File: config.mk
export PLATFORM = sky130hd
export DESIGN_NAME = utf8_sanitize_line_split_unit_flat
export DESIGN_NICKNAME = d
export VERILOG_FILES = /design/src/design/u8sls_pkg.sv /design/src/design/u8sls_in_if.sv /design/src/design/u8sls_out_if.sv /design/src/design/u8sls_front.sv /design/src/design/u8sls_queue.sv /design/src/design/u8sls_back.sv /design/src/design/utf8_sanitize_line_split_unit.sv /design/src/flat_wrapper.sv
export VERILOG_INCLUDE_DIRS = /design/src /design/src/design
export SDC_FILE = /design/constraint.sdc
export NUM_CORES = 1
export LEC_CHECK = 0
export BUFFER_PORTS_ARGS = -buffer_cell sky130_fd_sc_hd__buf_2
export CAP_MARGIN = 5
export CORE_ASPECT_RATIO = 0.8
export CORE_UTILIZATION = 67
export DETAILED_ROUTE_END_ITERATION = 12
export GPL_ROUTABILITY_DRIVEN = 0
export PLACE_DENSITY = 0.92
export SLEW_MARGIN = 0
export SYNTH_ARGS = -nofsm -noshare
export SYNTH_HDL_FRONTEND = slang
export SYNTH_HIERARCHICAL = 1
export SYNTH_SLANG_ARGS = --single-unit
File: constraint.sdc
create_clock -name clk -period 7.5 [get_ports clk]
set_clock_uncertainty 0.05 [all_clocks]
set_input_delay 2.25 -clock clk [delete_from_list [all_inputs] [get_ports clk]]
set_output_delay 2.25 -clock clk [all_outputs]
set_load 0.01 [all_outputs]
File: src/design/utf8_sanitize_line_split_unit_macros.svh
// ----------------------------------------------------------------------------
// utf8_sanitize_line_split_unit assertion macros
// Concurrent assertion shorthands clocked on clk, disabled in reset.
// ----------------------------------------------------------------------------
`ifndef UTF8_SANITIZE_LINE_SPLIT_UNIT_MACROS_SVH
`define UTF8_SANITIZE_LINE_SPLIT_UNIT_MACROS_SVH

// property must hold at every clock edge outside reset
`define U8SLS_ASSERT(label, prop, msg) \
  label: assert property (@(posedge clk) disable iff (rst) prop) else $error(msg);

// condition must never be seen outside reset
`define U8SLS_NEVER(label, cond, msg) \
  label: assert property (@(posedge clk) disable iff (rst) !(cond)) else $error(msg);

`endif

File: src/design/u8sls_pkg.sv
// ----------------------------------------------------------------------------
// u8sls_pkg
// Constants, run descriptor type and byte helpers for the utf-8 sanitizer.
// ----------------------------------------------------------------------------
package u8sls_pkg;

  localparam logic [7:0] LF          = 8'h0a;
  localparam logic [7:0] CR          = 8'h0d;
  localparam logic [7:0] ASCII_LIMIT = 8'h80;
  localparam logic [7:0] CONT_MASK   = 8'hc0;
  localparam logic [7:0] CONT_TAG    = 8'h80;
  localparam logic [7:0] LEAD2_MIN   = 8'hc2;
  localparam logic [7:0] LEAD3_MIN   = 8'he0;
  localparam logic [7:0] LEAD4_MIN   = 8'hf0;
  localparam logic [7:0] LEAD_LIMIT  = 8'hf8;
  localparam logic [7:0] LEAD_E0     = 8'he0;
  localparam logic [7:0] LEAD_ED     = 8'hed;
  localparam logic [7:0] LEAD_F0     = 8'hf0;
  localparam logic [7:0] LEAD_F4     = 8'hf4;
  localparam logic [7:0] SURR_MIN    = 8'ha0;
  localparam logic [7:0] F4_MAX      = 8'h8f;
  localparam logic [7:0] LATIN_HI    = 8'hc0;
  localparam logic [7:0] LATIN_LO    = 8'h80;

  localparam int MAX_BYTES = 4;

  typedef logic [7:0] u8_t;

  // one accepted byte's worth of output work
  typedef struct packed {
    logic                     cr;      // emit a held carriage return first
    logic                     line;    // emit a line end item
    logic [2:0]               nbytes;  // bytes to emit, 0 to 4
    logic                     latin;   // bytes are re-encoded as latin-1
    logic [MAX_BYTES-1:0][7:0] bytes;
  } run_t;

  typedef struct packed {
    logic       cr_pending;
    logic [1:0] bytes_held;
  } front_stat_t;

  function automatic logic is_cont(input u8_t b);
    return (b & CONT_MASK) == CONT_TAG;
  endfunction

  function automatic u8_t latin_hi(input u8_t b);
    return LATIN_HI | {6'd0, b[7:6]};
  endfunction

  function automatic u8_t latin_lo(input u8_t b);
    return LATIN_LO | {2'd0, b[5:0]};
  endfunction

endpackage

File: src/design/u8sls_in_if.sv
// ----------------------------------------------------------------------------
// u8sls_in_if
// Raw byte channel into the sanitizer.
// ----------------------------------------------------------------------------
interface u8sls_in_if;
  logic       valid;
  logic       ready;
  logic [7:0] in_byte;

  modport source (output valid, output in_byte, input ready);
  modport sink (input valid, input in_byte, output ready);
endinterface

File: src/design/u8sls_out_if.sv
// ----------------------------------------------------------------------------
// u8sls_out_if
// Sanitized result channel out of the sanitizer.
// ----------------------------------------------------------------------------
interface u8sls_out_if;
  logic       valid;
  logic       ready;
  logic [7:0] out_byte;
  logic       line_end;
  logic       last_of_run;

  modport source (output valid, output out_byte, output line_end, output last_of_run,
                  input ready);
  modport sink (input valid, input out_byte, input line_end, input last_of_run,
                output ready);
endinterface

File: src/design/u8sls_front.sv
// ----------------------------------------------------------------------------
// u8sls_front
// Accepts raw bytes, tracks the pending sequence and classifies each byte
// into a run descriptor for the back end.
// ----------------------------------------------------------------------------
module u8sls_front (
  input  logic                  clk,
  input  logic                  rst,
  u8sls_in_if.sink              in_ch,
  input  logic                  q_full,
  output logic                  push,
  output u8sls_pkg::run_t       run,
  output u8sls_pkg::front_stat_t stat
);

  u8sls_pkg::u8_t held_lead, held_second, held_third;
  u8sls_pkg::u8_t held_lead_next, held_second_next, held_third_next;
  logic [1:0]     bytes_held, bytes_held_next;
  logic [1:0]     bytes_expected, bytes_expected_next;
  logic           cr_pending, cr_pending_next;

  u8sls_pkg::u8_t b;
  logic           accept;
  logic           second_bad;

  assign b           = in_ch.in_byte;
  assign in_ch.ready = !q_full;
  assign accept      = in_ch.valid && !q_full;

  always_comb begin
    second_bad = !u8sls_pkg::is_cont(b);
    if (bytes_expected == 2'd2) begin
      if ((held_lead == u8sls_pkg::LEAD_E0 && !b[5]) ||
          (held_lead == u8sls_pkg::LEAD_ED && b >= u8sls_pkg::SURR_MIN))
        second_bad = 1'b1;
    end else if (bytes_expected == 2'd3) begin
      if ((held_lead == u8sls_pkg::LEAD_F0 && b[5:4] == 2'b00) ||
          held_lead > u8sls_pkg::LEAD_F4 ||
          (held_lead == u8sls_pkg::LEAD_F4 && b > u8sls_pkg::F4_MAX))
        second_bad = 1'b1;
    end
  end

  always_comb begin
    held_lead_next      = held_lead;
    held_second_next    = held_second;
    held_third_next     = held_third;
    bytes_held_next     = bytes_held;
    bytes_expected_next = bytes_expected;
    cr_pending_next     = 1'b0;

    run.cr     = 1'b0;
    run.line   = 1'b0;
    run.nbytes = 3'd0;
    run.latin  = 1'b0;
    // the new byte lands right after the held ones
    run.bytes[0] = (bytes_held == 2'd0) ? b : held_lead;
    run.bytes[1] = (bytes_held == 2'd1) ? b : held_second;
    run.bytes[2] = (bytes_held == 2'd2) ? b : held_third;
    run.bytes[3] = b;

    if (cr_pending && b == u8sls_pkg::LF) begin
      run.line = 1'b1;
    end else begin
      run.cr = cr_pending;
      unique case (bytes_held)
        2'd0: begin
          if (b < u8sls_pkg::ASCII_LIMIT) begin
            if (b == u8sls_pkg::LF) run.line = 1'b1;
            else if (b == u8sls_pkg::CR) cr_pending_next = 1'b1;
            else run.nbytes = 3'd1;
          end else if (b < u8sls_pkg::LEAD2_MIN || b >= u8sls_pkg::LEAD_LIMIT) begin
            run.nbytes = 3'd1;
            run.latin  = 1'b1;
          end else begin
            held_lead_next      = b;
            bytes_held_next     = 2'd1;
            bytes_expected_next = (b < u8sls_pkg::LEAD3_MIN) ? 2'd1 :
                                  (b < u8sls_pkg::LEAD4_MIN) ? 2'd2 : 2'd3;
          end
        end
        2'd1: begin
          if (second_bad || bytes_expected <= 2'd1) begin
            run.nbytes          = 3'd2;
            run.latin           = second_bad;
            bytes_held_next     = 2'd0;
            bytes_expected_next = 2'd0;
          end else begin
            held_second_next = b;
            bytes_held_next  = 2'd2;
          end
        end
        2'd2: begin
          if (!u8sls_pkg::is_cont(b) || bytes_expected <= 2'd2) begin
            run.nbytes          = 3'd3;
            run.latin           = !u8sls_pkg::is_cont(b);
            bytes_held_next     = 2'd0;
            bytes_expected_next = 2'd0;
          end else begin
            held_third_next = b;
            bytes_held_next = 2'd3;
          end
        end
        2'd3: begin
          run.nbytes          = 3'd4;
          run.latin           = !u8sls_pkg::is_cont(b);
          bytes_held_next     = 2'd0;
          bytes_expected_next = 2'd0;
        end
      endcase
    end
  end

  assign push = accept && (run.cr || run.line || run.nbytes != 3'd0);

  always_ff @(posedge clk) begin
    if (rst) begin
      bytes_held     <= 2'd0;
      bytes_expected <= 2'd0;
      cr_pending     <= 1'b0;
    end else if (accept) begin
      bytes_held     <= bytes_held_next;
      bytes_expected <= bytes_expected_next;
      cr_pending     <= cr_pending_next;
    end
  end

  always_ff @(posedge clk) begin
    if (rst) begin
      held_lead   <= '0;
      held_second <= '0;
      held_third  <= '0;
    end else if (accept) begin
      held_lead   <= held_lead_next;
      held_second <= held_second_next;
      held_third  <= held_third_next;
    end
  end

  assign stat.cr_pending = cr_pending;
  assign stat.bytes_held = bytes_held;

endmodule

File: src/design/u8sls_queue.sv
// ----------------------------------------------------------------------------
// u8sls_queue
// Small run descriptor queue between the front and back ends.
// ----------------------------------------------------------------------------
module u8sls_queue #(
  parameter int DEPTH = 4
) (
  input  logic            clk,
  input  logic            rst,
  input  logic            push,
  input  u8sls_pkg::run_t push_run,
  input  logic            pop,
  output u8sls_pkg::run_t head,
  output logic            full,
  output logic            empty
);

  localparam int PTR_W = (DEPTH > 1) ? $clog2(DEPTH) : 1;
  localparam int CNT_W = $clog2(DEPTH + 1);

  u8sls_pkg::run_t  slots [DEPTH];
  logic [PTR_W-1:0] wr_ptr, rd_ptr;
  logic [CNT_W-1:0] count;

  assign full  = count == CNT_W'(DEPTH);
  assign empty = count == '0;
  assign head  = slots[rd_ptr];

  always_ff @(posedge clk) begin
    if (push) slots[wr_ptr] <= push_run;
  end

  always_ff @(posedge clk) begin
    if (rst) begin
      wr_ptr <= '0;
      rd_ptr <= '0;
      count  <= '0;
    end else begin
      if (push) wr_ptr <= (wr_ptr == PTR_W'(DEPTH - 1)) ? '0 : wr_ptr + 1'b1;
      if (pop)  rd_ptr <= (rd_ptr == PTR_W'(DEPTH - 1)) ? '0 : rd_ptr + 1'b1;
      if (push && !pop)      count <= count + 1'b1;
      else if (pop && !push) count <= count - 1'b1;
    end
  end

endmodule

File: src/design/u8sls_back.sv
// ----------------------------------------------------------------------------
// u8sls_back
// Expands the head run descriptor into result items, one per cycle while
// out_ch is ready, through an output register.
// ----------------------------------------------------------------------------
module u8sls_back (
  input  logic            clk,
  input  logic            rst,
  input  u8sls_pkg::run_t head,
  input  logic            head_valid,
  output logic            pop,
  u8sls_out_if.source     out_ch
);

  logic           out_valid;
  u8sls_pkg::u8_t out_byte;
  logic           line_end, last_of_run;

  logic           cr_done, cr_done_next;
  logic [1:0]     idx, idx_next;
  logic           half, half_next;

  u8sls_pkg::u8_t cur, item_byte;
  logic           item_line, item_last, split;
  logic           load;

  assign load = head_valid && (!out_valid || out_ch.ready);
  assign pop  = load && item_last;

  always_comb begin
    cur          = head.bytes[idx];
    split        = head.latin && cur[7];
    item_byte    = cur;
    item_line    = 1'b0;
    item_last    = 1'b0;
    cr_done_next = cr_done;
    idx_next     = idx;
    half_next    = half;

    if (head.cr && !cr_done) begin
      item_byte    = u8sls_pkg::CR;
      item_last    = !head.line && head.nbytes == 3'd0;
      cr_done_next = 1'b1;
    end else if (head.line) begin
      item_byte = '0;
      item_line = 1'b1;
      item_last = 1'b1;
    end else if (split && !half) begin
      item_byte = u8sls_pkg::latin_hi(cur);
      half_next = 1'b1;
    end else begin
      item_byte = split ? u8sls_pkg::latin_lo(cur) : cur;
      item_last = {1'b0, idx} == head.nbytes - 3'd1;
      idx_next  = idx + 2'd1;
      half_next = 1'b0;
    end

    // next run starts clean
    if (item_last) begin
      cr_done_next = 1'b0;
      idx_next     = 2'd0;
      half_next    = 1'b0;
    end
  end

  always_ff @(posedge clk) begin
    if (rst) begin
      out_valid <= 1'b0;
      cr_done   <= 1'b0;
      idx       <= 2'd0;
      half      <= 1'b0;
    end else begin
      if (load) begin
        out_valid <= 1'b1;
        cr_done   <= cr_done_next;
        idx       <= idx_next;
        half      <= half_next;
      end else if (out_ch.ready) begin
        out_valid <= 1'b0;
      end
    end
  end

  always_ff @(posedge clk) begin
    if (load) begin
      out_byte    <= item_byte;
      line_end    <= item_line;
      last_of_run <= item_last;
    end
  end

  assign out_ch.valid       = out_valid;
  assign out_ch.out_byte    = out_byte;
  assign out_ch.line_end    = line_end;
  assign out_ch.last_of_run = last_of_run;

endmodule

File: src/design/utf8_sanitize_line_split_unit.sv
// ----------------------------------------------------------------------------
// utf8_sanitize_line_split_unit
// Byte-serial utf-8 sanitizer with latin-1 fallback and line splitting.
// ----------------------------------------------------------------------------
//  channel   role    payload
//  in_ch     sink    in_byte[7:0]
//  out_ch    source  out_byte[7:0], line_end, last_of_run
//
//  in_ch takes one byte per cycle while the run queue (QUEUE_DEPTH) has room.
//  out_ch gives one item per cycle from the back end output register while
//  out_ch.ready holds; a byte causes 0 to 8 items, and its run passes through
//  the queue and the output register before its first item.
//  rst is synchronous and clears the sequence state, queue and output valid.
//  a stalled out_ch fills the queue, then in_ch.ready drops.
// ----------------------------------------------------------------------------
`include "utf8_sanitize_line_split_unit_macros.svh"

module utf8_sanitize_line_split_unit #(
  parameter int QUEUE_DEPTH = 4
) (
  input logic         clk,
  input logic         rst,
  u8sls_in_if.sink    in_ch,
  u8sls_out_if.source out_ch
);

  logic                   q_push, q_pop, q_full, q_empty;
  u8sls_pkg::run_t        push_run, head;
  u8sls_pkg::front_stat_t stat;

  u8sls_front u_front (
    .clk    (clk),
    .rst    (rst),
    .in_ch  (in_ch),
    .q_full (q_full),
    .push   (q_push),
    .run    (push_run),
    .stat   (stat)
  );

  u8sls_queue #(.DEPTH(QUEUE_DEPTH)) u_queue (
    .clk      (clk),
    .rst      (rst),
    .push     (q_push),
    .push_run (push_run),
    .pop      (q_pop),
    .head     (head),
    .full     (q_full),
    .empty    (q_empty)
  );

  u8sls_back u_back (
    .clk        (clk),
    .rst        (rst),
    .head       (head),
    .head_valid (!q_empty),
    .pop        (q_pop),
    .out_ch     (out_ch)
  );

  `U8SLS_ASSERT(a_push_room, q_push |-> !q_full, "run pushed into a full queue")
  `U8SLS_NEVER(a_pop_empty, q_pop && q_empty, "run popped from an empty queue")
  `U8SLS_ASSERT(a_cr_idle, stat.cr_pending |-> (stat.bytes_held == 2'd0), "cr pending mid sequence")
  `U8SLS_ASSERT(a_line_last, (out_ch.valid && out_ch.line_end) |-> out_ch.last_of_run, "line end not last")

endmodule

File: src/flat_wrapper.sv
// flat-port wrapper written by rule: the top's interface ports become plain ports
module utf8_sanitize_line_split_unit_flat 
#(
  parameter int QUEUE_DEPTH = 4
)
  (clk, rst, in_ch_valid, in_ch_in_byte, in_ch_ready, out_ch_valid, out_ch_out_byte, out_ch_line_end, out_ch_last_of_run, out_ch_ready);
  u8sls_in_if in_ch_i ();
  u8sls_out_if out_ch_i ();
  input logic clk;
  input logic rst;
  input wire logic [$bits(in_ch_i.valid)-1:0] in_ch_valid;
  input wire logic [$bits(in_ch_i.in_byte)-1:0] in_ch_in_byte;
  output wire logic [$bits(in_ch_i.ready)-1:0] in_ch_ready;
  output wire logic [$bits(out_ch_i.valid)-1:0] out_ch_valid;
  output wire logic [$bits(out_ch_i.out_byte)-1:0] out_ch_out_byte;
  output wire logic [$bits(out_ch_i.line_end)-1:0] out_ch_line_end;
  output wire logic [$bits(out_ch_i.last_of_run)-1:0] out_ch_last_of_run;
  input wire logic [$bits(out_ch_i.ready)-1:0] out_ch_ready;
  assign in_ch_i.valid = in_ch_valid;
  assign in_ch_i.in_byte = in_ch_in_byte;
  assign in_ch_ready = in_ch_i.ready;
  assign out_ch_valid = out_ch_i.valid;
  assign out_ch_out_byte = out_ch_i.out_byte;
  assign out_ch_line_end = out_ch_i.line_end;
  assign out_ch_last_of_run = out_ch_i.last_of_run;
  assign out_ch_i.ready = out_ch_ready;
  utf8_sanitize_line_split_unit #(.QUEUE_DEPTH(QUEUE_DEPTH)) u_core (.clk(clk), .rst(rst), .in_ch(in_ch_i), .out_ch(out_ch_i));
endmodule
Word-level counts from Yosys, hierarchy flattened --
Memories as Yosys holds them, arrays and structs flattened. A register that Yosys moved wholly into a read port is not among the register bits. Index checks and enable logic that the tools add are counted.
Cells by class: $add $sub $neg 6, $lt $le $gt $ge 11, equal/unequal tests 23, multiplexer cells 67, bitwise gates (word level) 5, reduce and logical (&&, ||, !) cells 52
Operator list (count):
- 2-to-1 mux 8 bit | 6
- 2-to-1 mux 2 bit | 18
- equality test 8 bit, second input constant | 4
- < comparator 8 bit, second input constant | 4
- 2-to-1 mux 1 bit | 32
- binary-select mux 8 bit (select 2 bit) | 1
- equality test 8 x 4 -> 1 bit, second input constant | 2
- >= comparator 8 bit, second input constant | 2
- > comparator 8 bit, second input constant | 2
- case mux 2 bit (4 select lines) | 2
- case mux 4 bit (4 select lines) | 1
- AND reduction 4 bit | 4
- logical AND 1 bit | 15
- 2-to-1 mux 3 bit | 5
- equality test 2 bit, second input constant | 7
- zero test 1 bit | 10
- logical OR 1 bit | 9
- 2-to-1 mux 4 bit | 2
- != test 2 bit, second input constant | 4
- adder 2 x 1 -> 2 bit, second input constant | 3
- zero test 3 bit | 2
- != test 2 x 1 -> 1 bit, second input constant | 3
- AND reduction 6 bit | 1
- nonzero test 2 bit | 3
- other kinds (16) | 22
Word-level totals: register bits after elaboration 51, RAM bits 152, input port bits 12, memories 1
Memory list:
- u_core.u_queue.slots | words 4, bits a word 38, read ports 1, clocked after memory_dff 1, wr ports 1, RTL line u8sls_queue.sv:21 | u8sls_pkg::run_t slots [DEPTH];

Longest topological paths before layout --
depth in word-level cells 18, depth in mapped cells 14

Hierarchy --
Netlist, hierarchy kept.
By module, submodules not included:
- u8sls_queue | instances 1, cells an instance 242, area each 5938.2 sq um, sequential area each 4744.6 sq um
- u8sls_front | instances 1, cells an instance 196, area each 1737.9 sq um, sequential area each 580.6 sq um
- u8sls_back | instances 1, cells an instance 85, area each 996.0 sq um, sequential area each 400.4 sq um
- utf8_sanitize_line_split_unit | instances 1, cells an instance 1, area each 3.8 sq um, sequential area each 0.0 sq um

Least setup slack after synthesis --
Ideal clock, no wire load.
kind input -> register, start in in_ch_in_byte[3], end mem u_core/u_queue/slots[0][0] (netlist name) (enable), arrival time 4832 ps, required time 7051 ps, slack 2219 ps, stages on the path 8, path buffers 1, cells stage by stage buf_2 -> or4_1 -> o211ai_2 -> nand3_1 -> o21ai_0 -> a211oi_1 -> a21oi_1 -> and2_1
RTL lines:
- start, declared | RTL line flat_wrapper.sv:12 | input wire logic [$bits(in_ch_i.in_byte)-1:0] in_ch_in_byte;
- end, declared | RTL line u8sls_queue.sv:21

==> results.toml <==
[power_and_ir_drop]
total_power_mw = 3.07
switching_share = 0.275
clkPwrFrac = 0.307
power_density_nw_per_um2 = 326
p_seq_frac = 0.471
peakVddDrop_v = 0.000160
p_int_mw = 2.23
combPwrFrac = 0.222
p_switching_mw = 0.844
leakage_nw = 3.28

[setup_path]
critical_path_peak_fanout = 13
worstPathCellList = "buf_2, or4_1, o211ai_2, nand3_1, o21ai_0, a211oi_1, a21oi_1, ha_1, inv_1, fa_1, xor2_1, or3_1, a21oi_1"
crit_top_cell = "a21oi_1"
crit_slowest_cell = "or4_1"
critPathMaxStageDelay_ps = 560
path_class = "input port to flop"
worstPathRequired_ps = 7840
arrival_ps = 5690
start_kind = "input port"
cp-end-kind = "flop"

[placement]
io_buffers = 23
dp.cells = 688
hpwl_mm = 10.6
placed_cell_area_sq_um = 8810

[drt]
avgViaCountPerCell = 6.69
drt_iter0_drc = 789
wl_mm = 18.1
route.vias.total = 4844
wl_per_cell_microns = 25.0
remaining_drc_errors = 0
firstDrtPassIters = 5
antenna_left = 0

[floorplanning]
io_pins = 24
start_util = 0.700
rows = 36
core-area_sq_um = 12400
design.die.area_sq_um = 13400
die_h_microns = 104
die_x_microns = 129

[cts]
htree_levels = 1
cts-root-buf = "clkbuf_16"
post_cts_buffers = 0
hold_buffers = 0
clk_pin_slew_worst_paths_ps = 60
clock_path_buffers = 3
cts_made_buffers = 20
cts_resized = 0
cts.sinks = 205
insertion_delay_ps = 480
cts_tree = "yes"

[logic_synthesis]
ys_warn_count = 6
syn_avg_cell_area_sq_um = 16.6
syn-instance-count = 523
netlist_area_sq_um = 8670
syn_nets = 544

[layout]
drive_gt1_frac = 0.242
finalInstanceArea_sq_um = 9420
n_antenna_cell = 0
final_nets = 560
area_growth_pct = 8.67
stdcell_count = 724

[timing]
max_freq_mhz = 187
finalHoldViolations = 0
slew_headroom = 0.195
setup_viol = 0
fin_hold_ws_ps = 404
totalNegativeSetupSlack_ps = 0
tightestPinTransition_ps = 1200
timing.final.crit_share = 0.713
maxSlewViolCount = 0
rsz0062_at_grt = "false"
period_needed_ps = 5350

[global_routing]
gr-total-overflow = 0
grt_max_degree = 43
grt_pass1_vias = 4892
grt_pass1_wl_mm = 27.9
antenna_found_initial = 0
grt.total_usage = 0.284

[min_path]
min_path_type = "flop to flop"

[job]
cap_violations = 0

[run_status]
status = "finished clean"
-- sequential cells by signal, indices dropped and copies added, names as in the netlist, named ones only --
name / cells
u_core/u_front/bytes_held: 2
u_core/u_back/cr_done: 1
u_core/u_queue/rd_ptr: 2
u_core/u_queue/wr_ptr: 2
u_core/u_queue/count: 3
u_core/u_back/out_ch.last_of_run: 1
u_core/u_front/bytes_expected: 2
u_core/u_front/held_lead: 8
u_core/u_front/cr_pending: 1
u_core/u_back/idx: 2
u_core/u_queue/slots: 152
u_core/u_front/held_second: 8
u_core/u_back/out_ch.line_end: 1
u_core/u_back/out_ch.out_byte: 8
u_core/u_back/half: 1
u_core/u_front/held_third: 8
u_core/u_back/out_ch.valid: 1
-- through the flow --
stage	setup WS (ps)	utilization
after floorplan	2220	-
after global placement	2060	0.711
after detailed placement	1840	0.711
after CTS	2230	0.761
after global routing	2010	0.761
final	2150	0.761
-- metal layers --
metal  track usage  up-vias  share of wire  wire [microns]
met3        0.0625       50          0.093            1690
met4        0.0807        0          0.024             426
li1              -     2055              -               -
met1         0.406     2422           0.40            7190
met5             0        -              0               0
met2         0.445      317           0.49            8770
-- placed cells by master (no fill, tap or decap), types with 5 or more instances in the layout --
cell       count
a21oi_1       15
mux2_2        21
nand2b_1       5
dfxtp_1       42
inv_1         17
nor2_1        36
ha_1           8
clkbuf_16     21
nand3_1        5
nor2b_1       10
clkbuf_1       9
edfxtp_1     162
mux2i_1       25
mux4_2        46
o21ai_0       12
and2_1         5
nand2_1       14
buf_2         23
-- worst paths after layout --
kind                                                                start                                   endpoint  slack (ps)  depth (start not counted)
worst max-delay path                                     in_ch_in_byte[2]       u_core/u_queue/count[2]$_SDFFE_PP0P_        2150                         13
worst min register to register  u_core/u_front/held_third[7]$_SDFFE_PP0P_  u_core/u_front/held_third[7]$_SDFFE_PP0P_         400                          2
worst max register to register                                       flop       u_core/u_queue/count[2]$_SDFFE_PP0P_        3040                         13
worst min-delay path            u_core/u_front/held_third[7]$_SDFFE_PP0P_  u_core/u_front/held_third[7]$_SDFFE_PP0P_         400                          2
-- critical path: cells and delay by family --
family | cells | cell delay [ps]
buffers and inverters | 2 | 240
AOI/OAI and AO/OA | 5 | 1310
and+or+nand+nor | 3 | 1070
adders and majority gates | 2 | 660
xor gates and xnor gates | 1 | 160
-- power by group through the flow --
| stage | registers [mW] | logic, mW | clock network [mW] |
|---|---|---|---|
| final | 1.45 | 0.682 | 0.944 |
| after detailed placement | 1.47 | 0.669 | 0 |
| after global routing | 1.46 | 0.732 | 0.996 |
| after CTS | 1.45 | 0.683 | 0.955 |
| after floorplan | 1.44 | 0.528 | 0 |
| after global placement | 1.45 | 0.638 | 0 |
-- final cells by class --
| cell class | count | area (sq um) |
|---|---|---|
| multi-input combinational | 269 | 2670 |
| clock buffer | 30 | 559 |
| sequential | 205 | 5730 |
| clock inverter | 6 | 53.8 |
| timing repair buffer | 26 | 138 |
| inverter | 17 | 63.8 |
| tap | 171 | 214 |
| fill | 682 | 2970 |
(Power assumes the default switching activity.)
